### config.mk
export PLATFORM = sky130hd
export DESIGN_NAME = uart_command_line_parser_core
export DESIGN_NICKNAME = d
export VERILOG_FILES = /design/src/rtl/core/uclp_pkg.sv /design/src/rtl/core/uart_command_line_parser_core.sv
export SDC_FILE = /design/constraint.sdc
export NUM_CORES = 1
export LEC_CHECK = 0
export ABC_AREA = 1
export BUFFER_PORTS_ARGS = -buffer_cell sky130_fd_sc_hd__buf_4
export CORE_ASPECT_RATIO = 1.4
export CORE_MARGIN = 3
export CORE_UTILIZATION = 35
export CTS_CLUSTER_SIZE = 14
export DETAILED_ROUTE_END_ITERATION = 8
export HOLD_SLACK_MARGIN = 0.12
export MAX_ROUTING_LAYER = met4
export PLACE_DENSITY = 0.51
export SYNTH_ARGS = -nofsm -noshare
export SYNTH_HDL_FRONTEND = slang
export SYNTH_SLANG_ARGS = --single-unit
### constraint.sdc
create_clock -name clk -period 3.69 [get_ports clk]
set_input_delay 0.738 -clock clk [delete_from_list [all_inputs] [get_ports clk]]
set_output_delay 0.738 -clock clk [all_outputs]
set_load 0.02 [all_outputs]
### src/rtl/core/uclp_pkg.sv
// Shared constants for the serial command line parser core.
// No dependencies; imported by the core and its checker.
`default_nettype none

package uclp_pkg;

  // Default line limit: the character that would be number LINE_MAX is dropped
  localparam int LINE_MAX_DEF = 20;

  // Saturation point of the parsed magnitude
  localparam int MAG_W = 14;
  localparam logic [MAG_W-1:0] MAG_MAX = '1;

  // Command kinds
  localparam logic [2:0] KIND_HELP   = 3'd0;
  localparam logic [2:0] KIND_DUTY   = 3'd1;
  localparam logic [2:0] KIND_PERIOD = 3'd2;
  localparam logic [2:0] KIND_ANGLE  = 3'd3;
  localparam logic [2:0] KIND_READ   = 3'd4;
  localparam logic [2:0] KIND_NONE   = 3'd5;

  // Characters of interest
  localparam logic [7:0] CH_LF    = 8'h0A;
  localparam logic [7:0] CH_CR    = 8'h0D;
  localparam logic [7:0] CH_SPACE = 8'h20;
  localparam logic [7:0] CH_TAB   = 8'h09;
  localparam logic [7:0] CH_VT    = 8'h0B;
  localparam logic [7:0] CH_FF    = 8'h0C;
  localparam logic [7:0] CH_MINUS = 8'h2D;
  localparam logic [7:0] CH_PLUS  = 8'h2B;
  localparam logic [7:0] CH_0     = 8'h30;
  localparam logic [7:0] CH_1     = 8'h31;
  localparam logic [7:0] CH_2     = 8'h32;
  localparam logic [7:0] CH_3     = 8'h33;
  localparam logic [7:0] CH_4     = 8'h34;
  localparam logic [7:0] CH_9     = 8'h39;

  // Output item layout
  localparam int ARG_W   = 15;
  localparam int TDATA_W = 32;

endpackage

`default_nettype wire

### src/rtl/core/uart_command_line_parser_core.sv
// Serial command line parser core: echo, line assembly, classification, atoi.
// Depends on uclp_pkg.
// The result item of an accepted input item is registered and shows on m_* in the next cycle.
// Throughput: one item per cycle; the result register is reloaded in the same
//   cycle it is taken, so s_tready only drops while a result is stalled.
// Every input item yields exactly one result item.
// Reset (rst, synchronous, active high) empties the result register and clears
//   the line, the header characters, the number state and the CR/LF flag.
`default_nettype none

module uart_command_line_parser_core
  import uclp_pkg::*;
#(
  parameter int LINE_MAX = LINE_MAX_DEF
) (
  input  wire logic               clk,
  input  wire logic               rst,
  // input stream
  input  wire logic               s_tvalid,
  output logic                    s_tready,
  input  wire logic [7:0]         s_tdata,  // [7:0] rx_byte
  // result stream
  output logic                    m_tvalid,
  input  wire logic               m_tready,
  output logic [TDATA_W-1:0]      m_tdata,  // [7:0] echo_byte, [10:8] command_kind,
                                            // [25:11] argument_value, [26] line_overflow,
                                            // [31:27] zero
  output logic                    m_tlast   // line_done
);

  localparam int LEN_W = $clog2(LINE_MAX);

  // number parser phases
  localparam logic [1:0] PH_SKIP   = 2'd0;
  localparam logic [1:0] PH_DIGITS = 2'd1;
  localparam logic [1:0] PH_STOP   = 2'd2;

  // line state
  logic [7:0]       first_char, first_char_next;
  logic [7:0]       second_char, second_char_next;
  logic [LEN_W-1:0] line_length, line_length_next;
  logic             skip_lf, skip_lf_next;
  logic [1:0]       number_phase, number_phase_next;
  logic             number_negative, number_negative_next;
  logic [MAG_W-1:0] number_magnitude, number_magnitude_next;

  // result register
  logic [7:0]       echo_byte;
  logic             line_done, line_done_next;
  logic [2:0]       command_kind, command_kind_next;
  logic [ARG_W-1:0] argument_value, argument_value_next;
  logic             line_overflow, line_overflow_next;

  logic             accept;
  logic             is_lf, is_cr, is_digit, is_space, is_sign;
  logic             consumed;
  logic             two_hdr, len_ge3;
  logic [MAG_W+3:0] mag_x10;
  logic [ARG_W-1:0] arg_mag;

  // result register acts as the stage between the two sides
  assign s_tready = !m_tvalid || m_tready;
  assign accept   = s_tvalid && s_tready;

  assign is_lf    = (s_tdata == CH_LF);
  assign is_cr    = (s_tdata == CH_CR);
  assign is_digit = (s_tdata >= CH_0) && (s_tdata <= CH_9);
  assign is_space = (s_tdata == CH_SPACE) || (s_tdata == CH_TAB) ||
                    (s_tdata == CH_VT) || (s_tdata == CH_FF);
  assign is_sign  = (s_tdata == CH_MINUS) || (s_tdata == CH_PLUS);

  // magnitude * 10 + digit, as shift-and-add
  assign mag_x10 = ({4'b0, number_magnitude} << 3) + ({4'b0, number_magnitude} << 1)
                 + {{(MAG_W){1'b0}}, s_tdata[3:0]};

  assign two_hdr = (line_length >= LEN_W'(2)) && (second_char == CH_SPACE);
  assign len_ge3 = (line_length >= LEN_W'(3));
  assign arg_mag = len_ge3 ? {1'b0, number_magnitude} : '0;

  always_comb begin
    first_char_next       = first_char;
    second_char_next      = second_char;
    line_length_next      = line_length;
    skip_lf_next          = skip_lf;
    number_phase_next     = number_phase;
    number_negative_next  = number_negative;
    number_magnitude_next = number_magnitude;
    line_done_next        = 1'b0;
    command_kind_next     = KIND_HELP;
    argument_value_next   = '0;
    line_overflow_next    = 1'b0;
    consumed              = 1'b0;

    if (is_lf && skip_lf) begin
      // LF of a CR LF pair
      skip_lf_next = 1'b0;
    end else if (is_lf || is_cr) begin
      if (is_cr) begin
        skip_lf_next = 1'b1;
      end
      if (line_length != '0) begin
        line_done_next = 1'b1;
        if (two_hdr && first_char == CH_1 && line_length == LEN_W'(5)) begin
          command_kind_next = KIND_DUTY;
        end else if (two_hdr && first_char == CH_2 && line_length == LEN_W'(6)) begin
          command_kind_next = KIND_PERIOD;
        end else if (two_hdr && first_char == CH_3 && line_length == LEN_W'(5)) begin
          command_kind_next = KIND_ANGLE;
        end else if (line_length == LEN_W'(1) && first_char == CH_4) begin
          command_kind_next = KIND_READ;
        end else if (line_length == LEN_W'(1) && first_char == CH_0) begin
          command_kind_next = KIND_HELP;
        end else begin
          command_kind_next = KIND_NONE;
        end
        argument_value_next   = (number_negative && len_ge3) ? (~arg_mag + ARG_W'(1))
                                                             : arg_mag;
        line_length_next      = '0;
        number_phase_next     = PH_SKIP;
        number_negative_next  = 1'b0;
        number_magnitude_next = '0;
      end
    end else if (line_length < LEN_W'(LINE_MAX - 1)) begin
      if (line_length == '0) begin
        first_char_next = s_tdata;
      end else if (line_length == LEN_W'(1)) begin
        second_char_next = s_tdata;
      end else begin
        // atoi, one character at a time
        if (number_phase == PH_SKIP) begin
          if (is_space) begin
            consumed = 1'b1;
          end else if (is_sign) begin
            number_negative_next = (s_tdata == CH_MINUS);
            number_phase_next    = PH_DIGITS;
            consumed             = 1'b1;
          end else begin
            number_phase_next = is_digit ? PH_DIGITS : PH_STOP;
          end
        end
        if (!consumed && number_phase_next == PH_DIGITS) begin
          if (is_digit) begin
            number_magnitude_next = (mag_x10 > {4'b0, MAG_MAX}) ? MAG_MAX
                                                                 : mag_x10[MAG_W-1:0];
          end else begin
            number_phase_next = PH_STOP;
          end
        end
      end
      line_length_next = line_length + LEN_W'(1);
      skip_lf_next     = 1'b0;
    end else begin
      // too long: drop the line
      line_length_next      = '0;
      number_phase_next     = PH_SKIP;
      number_negative_next  = 1'b0;
      number_magnitude_next = '0;
      skip_lf_next          = 1'b0;
      line_overflow_next    = 1'b1;
    end
  end

  always_ff @(posedge clk) begin
    if (rst) begin
      first_char       <= '0;
      second_char      <= '0;
      line_length      <= '0;
      skip_lf          <= 1'b0;
      number_phase     <= PH_SKIP;
      number_negative  <= 1'b0;
      number_magnitude <= '0;
      m_tvalid         <= 1'b0;
    end else begin
      if (accept) begin
        first_char       <= first_char_next;
        second_char      <= second_char_next;
        line_length      <= line_length_next;
        skip_lf          <= skip_lf_next;
        number_phase     <= number_phase_next;
        number_negative  <= number_negative_next;
        number_magnitude <= number_magnitude_next;
        m_tvalid         <= 1'b1;
      end else if (m_tready) begin
        m_tvalid <= 1'b0;
      end
    end
  end

  // payload of the result register, no reset needed
  always_ff @(posedge clk) begin
    if (accept) begin
      echo_byte      <= s_tdata;
      line_done      <= line_done_next;
      command_kind   <= command_kind_next;
      argument_value <= argument_value_next;
      line_overflow  <= line_overflow_next;
    end
  end

  assign m_tdata = {{(TDATA_W - 12 - ARG_W){1'b0}}, line_overflow, argument_value,
                    command_kind, echo_byte};
  assign m_tlast = line_done;

endmodule

`default_nettype wire

==> impl_metrics.csv, run 1 <==
group,metric,value,unit
outcome,status,"finished, final reports clean",
pwr,intPower,1.48,mW
pwr,ir_drop,0.166,mV
synth,synth_edf_count,28,
worst_hold_path,hold_path.startpoint,"first_char[5]",
critical_path,crit_path_end_kind,"flip-flop",
floorplan,initial_core_util,36.3,%
critical_path,crit_fanout,14,
pwr,p_total,1.98,mW
synth,syn_avg_cell_area,7.26,µm²
route,routed_wl,10700,µm
sta,setup_viol,0,
clock_network,numCtsBuffers,9,
route,drt_iter0_markers,151,
route,vias,3989,
layout,nets,709,
flow_run,cap_viol_max_count,0,
layout,drive_above_1_share,13.5,%
pwr,seqPwrFrac,42.4,%
sta,finalClockSkew,13.2,ps
route,ant_nets,0,
layout,area_delta_synth_final,15.6,%
sta,timing.final.max_slew_violations,0,
global_routing,grt_pass1_wl,18200,µm
sta,rsz0062_at_grt,"false",
critical_path,critPathKind,"in -> reg",
floorplan,pin_count,47,
critical_path,regToRegSetupSlack,880,ps
route,drc,0,
global_routing,grt_usage,16.2,%
sta,worst_slew_pin_slew,633,ps
worst_hold_path,whs_path_depth,2,
route,drt-met1-wl,5110,µm
layout,seqCellArea,1640,µm²
route,met2_wirelength,4980,µm
global_routing,grt_overflow,0,
place,gp_congestion,0.820,
clock_network,clk_pin_slew_worst_paths,60,ps
clock_network,ctsResizeCount,0,
synth,synth-seq-cells,68,
critical_path,reg2reg_to,"number_magnitude[10]",
floorplan,fp.dieW,102,µm
synth,yosysWarnings,0,
layout,fillers,1287,
clock_network,clockBufferDepth,2,
floorplan,rows,48,
synth,syn-cell-area,4530,µm²
route,wl_met3,406,µm
synth,synth_cell_types,38,
global_routing,antenna_found_initial,0,
pwr,combPwrFrac,11.7,%
clock_network,cts_htree_levels,3,
sta,hold_viol,0,
sta,layout_min_cycle_time,2950,ps
route,firstDrtPassIters,4,
layout,multiInputGateArea,2420,µm²
floorplan,die_area,14400,µm²
clock_network,clock_latency,340,ps
place,dp_slack,378,ps
floorplan,coreArea,12500,µm²
layout,insertedDiodeCount,0,
floorplan,die_h,141,µm
route,top_layer,"met4",
global_routing,grt_start_max_net_pins,22,
critical_path,r2r_start,"number_magnitude[2]",
sta,finalWorstSetupSlack,738,ps
route,via_per_inst,4.88,
sta,tns,0,ps
synth,synth_seq_area_share,36.2,%
sta,finalCritPeriodShare,80.0,%
place,portBuffers,41,
pwr,p_switching,0.506,mW
pwr,power.share.switching,25.5,%
route,wl_per_cell,13.1,µm
sta,fmax,0.339,GHz
critical_path,required,3910,ps
sta,hold_ws,456,ps
synth,ys.flop_type,"dfxtp_1",
critical_path,cp.arrival,3170,ps
clock_network,cts_sinks,68,
clock_network,cts_root_buf,"clkbuf_16",
place,dp_hpwl,8210,µm
pwr,pwr_density_cell,379,nW/µm²
clock_network,post_cts_buffers,0,
clock_network,cts_tree,"built",
worst_hold_path,min_to,"first_char[5]",
synth,postSynthCellCount,624,
clock_network,postCtsHoldBufs,0,
global_routing,grt_pass1_vias,3859,
worst_hold_path,min_path_type,"reg -> reg",
sta,maxSlewHeadroom,57.4,%
pwr,power_frac_clock,46.0,%
critical_path,critPathLaunchType,"primary input",
critical_path,reg2reg_depth,12,
synth,async_flop_share,0,%
pwr,p_leak,2.43,nW
power by group through the flow:
stage               registers (mW)  clock network [mW]  logic [mW]
global route                 0.844               0.964       0.258
finish                       0.840               0.912       0.231
global placement             0.855                   0       0.230
detailed placement           0.856                   0       0.233
floorplan                    0.873                   0       0.149
CTS                          0.840               0.924       0.234
logic make-up (layout without fill, tap and decap cells):
group | count (synthesis) | in the layout | synth area share (%)
simple gates | 301 | 301 | 30.1
buf+inv | 112 | 152 | 10.7
compound gates | 99 | 99 | 11.4
flops | 68 | 68 | 36.2
fa+ha+maj | 34 | 34 | 9.72
xor+xnor | 9 | 9 | 1.74
other cells | 1 | 5 | 0.0828
flip-flops by register name, indices dropped and copies added, names as in the netlist:
name	cells
echo_byte	8
skip_lf	1
number_negative	1
command_kind	3
argument_value	15
m_tvalid	1
number_phase	2
number_magnitude	14
m_tlast	1
second_char	8
line_length	5
line_overflow	1
first_char	8
metal layers:
metal	GRT usage (%)	vias to the layer above
met2	24.3	71
li1	-	2101
met1	21.5	1800
met4	6.84	0
met5	-	-
met3	2.48	17
cell type report:
| cell class | instances | share of cell area [%] |
|---|---|---|
| Tap cell | 150 | 3.58 |
| Sequential cell | 68 | 31.3 |
| Timing Repair Buffer | 42 | 6.02 |
| Clock inverter | 5 | 1.08 |
| Multi-Input combinational cell | 448 | 46.2 |
| Clock buffer | 11 | 5.04 |
| Inverter | 94 | 6.74 |
worst max path at each step:
| stage | startpoint | endpoint | cells after the start |
|---|---|---|---|
| floorplan | s_tdata[3] | number_magnitude[13] | 13 |
| CTS | s_tdata[3] | number_magnitude[10] | 13 |
| global placement | s_tdata[3] | number_magnitude[0] | 13 |
| finish | s_tdata[3] | number_magnitude[10] | 13 |
| global route | s_tdata[3] | number_magnitude[3] | 15 |
| detailed placement | s_tdata[3] | number_magnitude[10] | 13 |
synth_stat cells, types with 3 or more instances:
cell type	count	area share [%]
o21ai_0	22	2.4
buf_6	4	0.99
ha_1	32	8.8
nand2_4	3	0.75
nand2_1	160	13
nor2_2	7	0.97
inv_1	86	7.1
nor2_4	3	0.75
buf_2	3	0.33
xnor2_1	7	1.4
o21ai_1	6	0.66
dfxtp_1	40	18
a21oi_1	62	6.9
inv_2	8	0.66
buf_4	8	1.3
nor3_2	4	0.88
a31oi_1	3	0.41
nor2_1	55	4.6
nor4_1	4	0.55
nand3_1	41	4.5
nand2_2	3	0.41
edfxtp_1	28	19
nor3_1	11	1.2
a211oi_1	3	0.50
worst max-delay path, cell delays in order:
cell     delay (ps)
buf_4           150
fa_1            530
fa_1            500
nand3_1         110
nand3_1         120
nand3_1         120
nand3_1          80
nand2_1          60
nand2_1          50
nor2_2          410
nand3_1         150
nand2_1          90
a21oi_1          50
stage by stage:
step	std cells	cell area, µm²	utilization [%]
2_1_floorplan	628	4540	-
3_3_place_gp	802	4920	39.4
3_5_place_dp	802	4920	39.4
4_1_cts	818	5240	41.9
5_1_grt	818	5240	41.9
6_report	818	5240	41.9
cell usage in the layout, fill, tap and decap left out, types with 2 or more instances in the layout:
cell type / Yosys / routed
buf_4: 8 / 42
nand3_1: 41 / 41
ha_1: 32 / 32
nand3b_1: 2 / 2
nand2_1: 160 / 160
nand3_2: 2 / 2
a21oi_1: 62 / 62
a31oi_1: 3 / 3
nor4_1: 4 / 4
nand2_2: 3 / 3
xor2_1: 2 / 2
dfxtp_1: 40 / 40
nor3_1: 11 / 11
nand2_4: 3 / 3
nand4_4: 2 / 2
xnor2_1: 7 / 7
o21ai_0: 22 / 22
edfxtp_1: 28 / 28
o21ai_1: 6 / 6
inv_1: 86 / 86
clkinv_2: 0 / 2
nor2_1: 55 / 55
a211oi_1: 3 / 3
conb_1: 1 / 5
nand4_1: 2 / 2
clkbuf_16: 0 / 10
nor2_4: 3 / 3
nor3_2: 4 / 4
nor2_2: 7 / 7
fa_1: 2 / 2
inv_2: 8 / 8
No activity file was read; power rests on OpenSTA's default activity.
==> run 2, diff against run 1 <==
==> constraint.sdc (replaced) <==
create_clock -name clk -period 3.07 [get_ports clk]
set_input_delay 0.614 -clock clk [delete_from_list [all_inputs] [get_ports clk]]
set_output_delay 0.614 -clock clk [all_outputs]
set_load 0.02 [all_outputs]
==> run 2 against run 1 <==
Compared with the run above:
- sequential cell count unchanged
- count of clock-buffer cells in the layout decreased by 1
- non-clock buffer count increased by 6
- clock power increased by 14%
- core utilization increased by 0.32 points
- sequential share of layout area decreased by 0.24 points
==> impl_metrics.csv, run 2 (same netlist as run 1, synthesis figures left out) <==
group,metric,value,unit
outcome,status,"finished, final reports clean",
floorplan,pin_count,47,
critical_path,cp.arrival,2760,ps
critical_path,critPathLaunchType,"primary input",
route,drt-met1-wl,5030,µm
sta,fmax,0.391,GHz
place,gp_congestion,0.858,
layout,largest_register_ffs,15,
sta,finalClockSkew,4.10,ps
route,drt_iter0_markers,161,
layout,largestRegisters,"argument_value x15, number_magnitude x14",
global_routing,grt_pass1_wl,18000,µm
critical_path,crit_fanout,14,
clock_network,postCtsHoldBufs,0,
flow_run,cap_viol_max_count,0,
route,wl_met3,387,µm
global_routing,grt_pass1_vias,3741,
worst_hold_path,min_path_type,"reg -> reg",
clock_network,clock_latency,330,ps
clock_network,cts_sinks,68,
sta,timing.final.max_slew_violations,0,
sta,hold_ws,451,ps
route,ant_nets,0,
clock_network,ctsResizeCount,0,
sta,setup_viol,0,
clock_network,cts_tree,"built",
layout,final_common_cell,"nand2_1",
critical_path,critPathKind,"in -> reg",
route,firstDrtPassIters,4,
critical_path,required,3280,ps
route,wl_per_cell,13.0,µm
clock_network,cts_root_buf,"clkbuf_16",
pwr,p_leak,2.45,nW
layout,multiInputGateArea,2420,µm²
floorplan,fp.dieW,102,µm
place,placed_area,4970,µm²
route,met2_wirelength,5100,µm
layout,seqCellArea,1640,µm²
layout,final_design_area_no_fill,5280,µm²
clock_network,clockBufferDepth,2,
floorplan,rows,48,
sta,maxSlewHeadroom,57.7,%
layout,fillers,1306,
global_routing,antenna_found_initial,0,
layout,area_delta_synth_final,16.5,%
critical_path,cpPeakStageDelay,530,ps
sta,tns,0,ps
pwr,ir_drop,0.208,mV
critical_path,regToRegSetupSlack,550,ps
route,top_layer,"met4",
floorplan,die_area,14400,µm²
clock_network,numCtsBuffers,9,
global_routing,grt_start_max_net_pins,27,
critical_path,crit_path_end_kind,"flip-flop",
layout,final_cell_mix,"nand2_1 (160), inv_1 (86), a21oi_1 (62), nor2_1 (55), buf_4 (47)",
place,dp_hpwl,8440,µm
critical_path,cp_num_buf_inv,2,
pwr,pwr_density_cell,441,nW/µm²
global_routing,grt_overflow,0,
sta,worst_slew_pin_slew,634,ps
layout,largest-register,"argument_value",
floorplan,coreArea,12500,µm²
sta,layout_min_cycle_time,2550,ps
critical_path,cp_slowest_cell,"fa_1",
sta,finalCritPeriodShare,83.2,%
global_routing,grt_usage,16.0,%
route,via_per_inst,4.87,
route,vias,4013,
critical_path,cp_cell_sequence,"buf_4, fa_1, fa_1, nand2_1, nand3_1, nand2_1, nand2_1, nand2_1, nand2_1, nor2_2, buf_12, nand3_1, nand2_1, a21oi_1",
floorplan,die_h,141,µm
sta,hold_viol,0,
clock_network,cts_htree_levels,3,
critical_path,cpMostUsedCell,"nand2_1",
layout,drive_above_1_share,14.2,%
clock_network,clk_pin_slew_worst_paths,60,ps
layout,insertedDiodeCount,0,
layout,nets,715,
sta,rsz0062_at_grt,"false",
route,routed_wl,10700,µm
clock_network,post_cts_buffers,0,
critical_path,path_delay_family,"adder cells",
place,portBuffers,41,
route,drc,0,
floorplan,initial_core_util,36.3,%
## run 2: cell count changes in the layout (fill, tap and decap cells not counted)
cell	change
buf_4	+5
buf_12	+1
clkbuf_16	-1
clkinv_4	+1
clkinvlp_4	+1
inv_6	-1
## run 2: metal layers
| layer | up-vias | global-route usage, % |
|---|---|---|
| met4 | 0 | 5.39 |
| li1 | 2119 | - |
| met2 | 64 | 25.8 |
| met1 | 1818 | 20.5 |
| met3 | 12 | 2.38 |
| met5 | - | - |
## run 2: worst register-to-register path, stage by stage, from the launching register on
cell and delay, ps:
dfxtp_1 410, fa_1 490, fa_1 490, nand2_1 90, nand3_1 130, nand2_1 120, nand2_1 60, nand2_1 60
nand2_1 60, nor2_2 150, buf_12 150, nand3_1 60, nand2_1 60, a21oi_1 60
## run 2: power by group
| part | switching, mW | internal, mW | leakage (nW) |
|---|---|---|---|
| clock | 0.388 | 0.649 | 0.144 |
| sequential | 0.0226 | 0.987 | 0.606 |
| combinational | 0.190 | 0.0919 | 1.70 |
## run 2: worst paths after layout
kind,cells past startpoint,endpoint,startpoint
worst max register to register,13,number_magnitude[13],number_magnitude[2]
worst max-delay path,14,number_magnitude[13],s_tdata[3]
worst min-delay path,2,first_char[5],first_char[5]
worst min register to register,2,first_char[5],first_char[5]
## run 2: area by class of cell
| type | count | area share [%] |
|---|---|---|
| Inverter | 94 | 6.69 |
| Multi-Input combinational cell | 448 | 45.8 |
| Sequential cell | 68 | 31.1 |
| Timing Repair Buffer | 48 | 7.07 |
| Clock inverter | 6 | 1.21 |
| Clock buffer | 10 | 4.53 |
| Tap cell | 150 | 3.56 |
## run 2: per-stage QoR
stage	power [mW]	std cells	setup WS, ps	util (%)
6_report	2.33	824	515	42.2
5_1_grt	2.43	824	290	42.2
4_1_cts	2.35	824	512	42.2
3_5_place_dp	1.31	808	171	39.8
3_3_place_gp	1.31	808	205	39.8
2_1_floorplan	1.23	628	329	-
==> run 3, diff against run 2 <==
--- a/config.mk
+++ b/config.mk
@@ -5,7 +5,7 @@
 export SDC_FILE = /design/constraint.sdc
 export NUM_CORES = 1
 export LEC_CHECK = 0
-export ABC_AREA = 1
+export ABC_AREA = 0
 export BUFFER_PORTS_ARGS = -buffer_cell sky130_fd_sc_hd__buf_4
 export CORE_ASPECT_RATIO = 1.4
 export CORE_MARGIN = 3
@@ -14,7 +14,7 @@
 export DETAILED_ROUTE_END_ITERATION = 8
 export HOLD_SLACK_MARGIN = 0.12
 export MAX_ROUTING_LAYER = met4
-export PLACE_DENSITY = 0.51
+export PLACE_DENSITY = 0.53
 export SYNTH_ARGS = -nofsm -noshare
 export SYNTH_HDL_FRONTEND = slang
 export SYNTH_SLANG_ARGS = --single-unit
==> constraint.sdc (replaced) <==
create_clock -name clk -period 2.25 [get_ports clk]
set_input_delay 0.45 -clock clk [delete_from_list [all_inputs] [get_ports clk]]
set_output_delay 0.45 -clock clk [all_outputs]
set_load 0.02 [all_outputs]
==> run 3 against run 2 <==
Compared with the run above:
- the flow now finishes with violations (setup timing)
- final cell count shrank 11%
- synthesized area decreased by 7.9%
- worst hold slack got worse by 79 ps
- critical path depth down 4
- clock power increased by 30%
==> impl_metrics.csv, run 3 <==
group,metric,value,unit
critical_path,crit_fanout,7,
sta,setup_viol,14,
floorplan,initial_core_util,36.2,%
sta,worst_slew_pin_slew,606,ps
synth,synth_commonest_cells,"nor2_1 (50), a21oi_1 (44), dfxtp_1 (40)",
clock_network,clock_latency,330,ps
floorplan,fp.dieW,98.3,µm
pwr,ir_drop,0.321,mV
critical_path,cpPeakStageDelay,510,ps
place,dp_hpwl,8920,µm
sta,hold_viol,0,
sta,fmax,0.373,GHz
critical_path,cp.arrival,2900,ps
synth,synth-seq-cells,68,
route,firstDrtPassIters,4,
flow_run,cap_viol_max_count,0,
floorplan,die_h,135,µm
sta,rsz0062_at_grt,"true",
global_routing,grt_pass1_wl,18800,µm
pwr,pwr_density_cell,492,nW/µm²
global_routing,grt_overflow,0,
critical_path,cp_cell_sequence,"fa_2, fa_2, a21o_1, a22oi_2, a31oi_4, a21o_1, o311a_4, buf_12, a211oi_4, a21oi_2",
synth,async_flop_share,0,%
route,via_per_inst,5.31,
clock_network,postCtsHoldBufs,0,
synth,synth_seq_area_share,39.4,%
layout,largest-register,"argument_value",
layout,drive_above_1_share,41.5,%
worst_hold_path,whs_path_depth,3,
layout,area_delta_synth_final,49.5,%
synth,yosysMostFrequentCell,"nor2_1",
layout,final_cell_mix,"buf_4 (140), nor2_1 (50), a21oi_1 (34), dfxtp_1 (31), edfxtp_1 (28)",
layout,final_util,54.2,%
sta,finalWorstSetupSlack,-430,ps
sta,layout_min_cycle_time,2680,ps
outcome,violations,"setup timing",
critical_path,r2r_start,"number_magnitude[0]",
layout,largest_register_ffs,15,
critical_path,regToRegSetupSlack,-430,ps
synth,synth_cell_types,62,
synth,synth_top_cell_by_area,"edfxtp_1",
layout,final_common_cell,"buf_4",
route,routed_wl,12100,µm
clock_network,cts_root_buf,"clkbuf_16",
clock_network,cts_tree,"built",
global_routing,grt_start_max_net_pins,28,
critical_path,cp_slowest_cell,"fa_2",
floorplan,rows,46,
route,vias,3889,
clock_network,cts_sinks,68,
critical_path,crit_path_start,"number_magnitude[0]",
synth,netlist.area_leader.share,20.2,%
worst_hold_path,min_path_type,"in -> reg",
clock_network,clockBufferDepth,2,
floorplan,coreArea,11500,µm²
global_routing,grt_pass1_vias,3909,
outcome,status,"finished, violations left",
synth,synthTopCellsByArea,"edfxtp_1 (20%), dfxtp_1 (19%), ha_1 (9.6%)",
global_routing,antenna_found_initial,0,
critical_path,reg2reg_depth,10,
clock_network,clk_pin_slew_worst_paths,50,ps
clock_network,numCtsBuffers,9,
worst_hold_path,hold_path.startpoint,"s_tvalid",
synth,ys.flop_type,"dfxtp_1",
floorplan,pin_count,47,
place,gp_congestion,0.835,
route,wl_per_cell,16.6,µm
sta,timing.final.max_slew_violations,0,
synth,syn-cell-area,4170,µm²
critical_path,crit_path_end_kind,"flip-flop",
critical_path,required,2470,ps
pwr,p_total,3.07,mW
route,drt_iter0_markers,149,
synth,postSynthCellCount,443,
route,ant_nets,0,
sta,finalCritPeriodShare,119,%
floorplan,die_area,13300,µm²
critical_path,critPathLaunchType,"flip-flop",
sta,maxSlewHeadroom,59.6,%
synth,syn_avg_cell_area,9.41,µm²
synth,synth_edf_count,28,
synth,yosysWarnings,0,
layout,insertedDiodeCount,0,
clock_network,cts_htree_levels,3,
global_routing,grt_usage,18.2,%
layout,largestRegisters,"argument_value x15, number_magnitude x14",
pwr,p_leak,2.64,nW
route,drc,0,
layout,nets,629,
sta,finalClockSkew,6.04,ps
place,portBuffers,41,
critical_path,critPathKind,"reg -> reg",
run 3: cell types whose count changed in the layout (fill, tap and decap cells not counted), sizes merged, moves of 8 or more:
cell    before  now
nand2      166   30
buf         48  146
inv         94   11
nand3       43    7
mux2i        0   18
a211oi       3   20
a21oi       62   45
nor2        65   50
o21ai       28   15
xor2         2   15
a21o         0   11
nand2b       0    8
run 3: stage by stage:
step	instance area (µm²)	setup WS, ps	cells	setup TNS, ps	hold WS [ps]
after floorplan	4270	-393	447	-5310	454
after global placement	5400	-698	706	-9890	470
after detailed placement	5400	-775	706	-10700	487
after CTS	5860	-417	723	-5580	360
after global routing	6240	-541	732	-7140	361
final	6240	-430	732	-5740	372
run 3: final timing paths:
path	to
worst max register to register	number_magnitude[3]
worst min-delay path	m_tvalid
worst min register to register	first_char[7]
worst max-delay path	number_magnitude[3]
run 3: worst max-delay path, delay by kind of cell, from the launching register on:
| family | cells | cell delay [ps] |
|---|---|---|
| flops | 1 | 330 |
| buf+inv | 1 | 160 |
| fa+ha+maj | 2 | 880 |
| compound gates | 7 | 1180 |
run 3: kinds of logic after synthesis:
logic type	count (synthesis)	synth area share, %
buf+inv	33	3.87
other cells	1	0.0899
simple gates	139	16.5
flops	68	39.4
compound gates	126	20.2
xor+xnor	24	5.04
fa+ha+maj	34	10.6
mux	18	4.32
run 3: where the power goes:
group          internal, mW  switching [mW]
sequential             1.33          0.0217
clock                 0.837           0.509
combinational         0.166           0.212
total                  2.33           0.743
run 3: timing repair:
action / 4_1_cts / 5_1_grt
pin swaps: 15 / 34
gates resized for setup: 31 / 51
setup buffers: 1 / 7
hold endpoints to repair: 0 / 0
endpoints found under the setup margin: 14 / 27
gates cloned: 0 / 2
run 3: layout make-up:
type	count	area [µm²]
Clock buffer	12	268
Clock inverter	4	22.5
Fill cell	1020	5280
Inverter	11	41.3
Multi-Input combinational cell	346	2880
Sequential cell	68	1670
Tap cell	144	180
Timing Repair Buffer	147	1180
run 3: metal layers:
metal | vias up | track usage [%] | wire, µm
met5 | - | - | 0
met4 | 0 | 6.45 | 376
met3 | 28 | 3.45 | 294
met2 | 61 | 34.8 | 6930
met1 | 1894 | 18.3 | 4530
li1 | 1906 | - | -
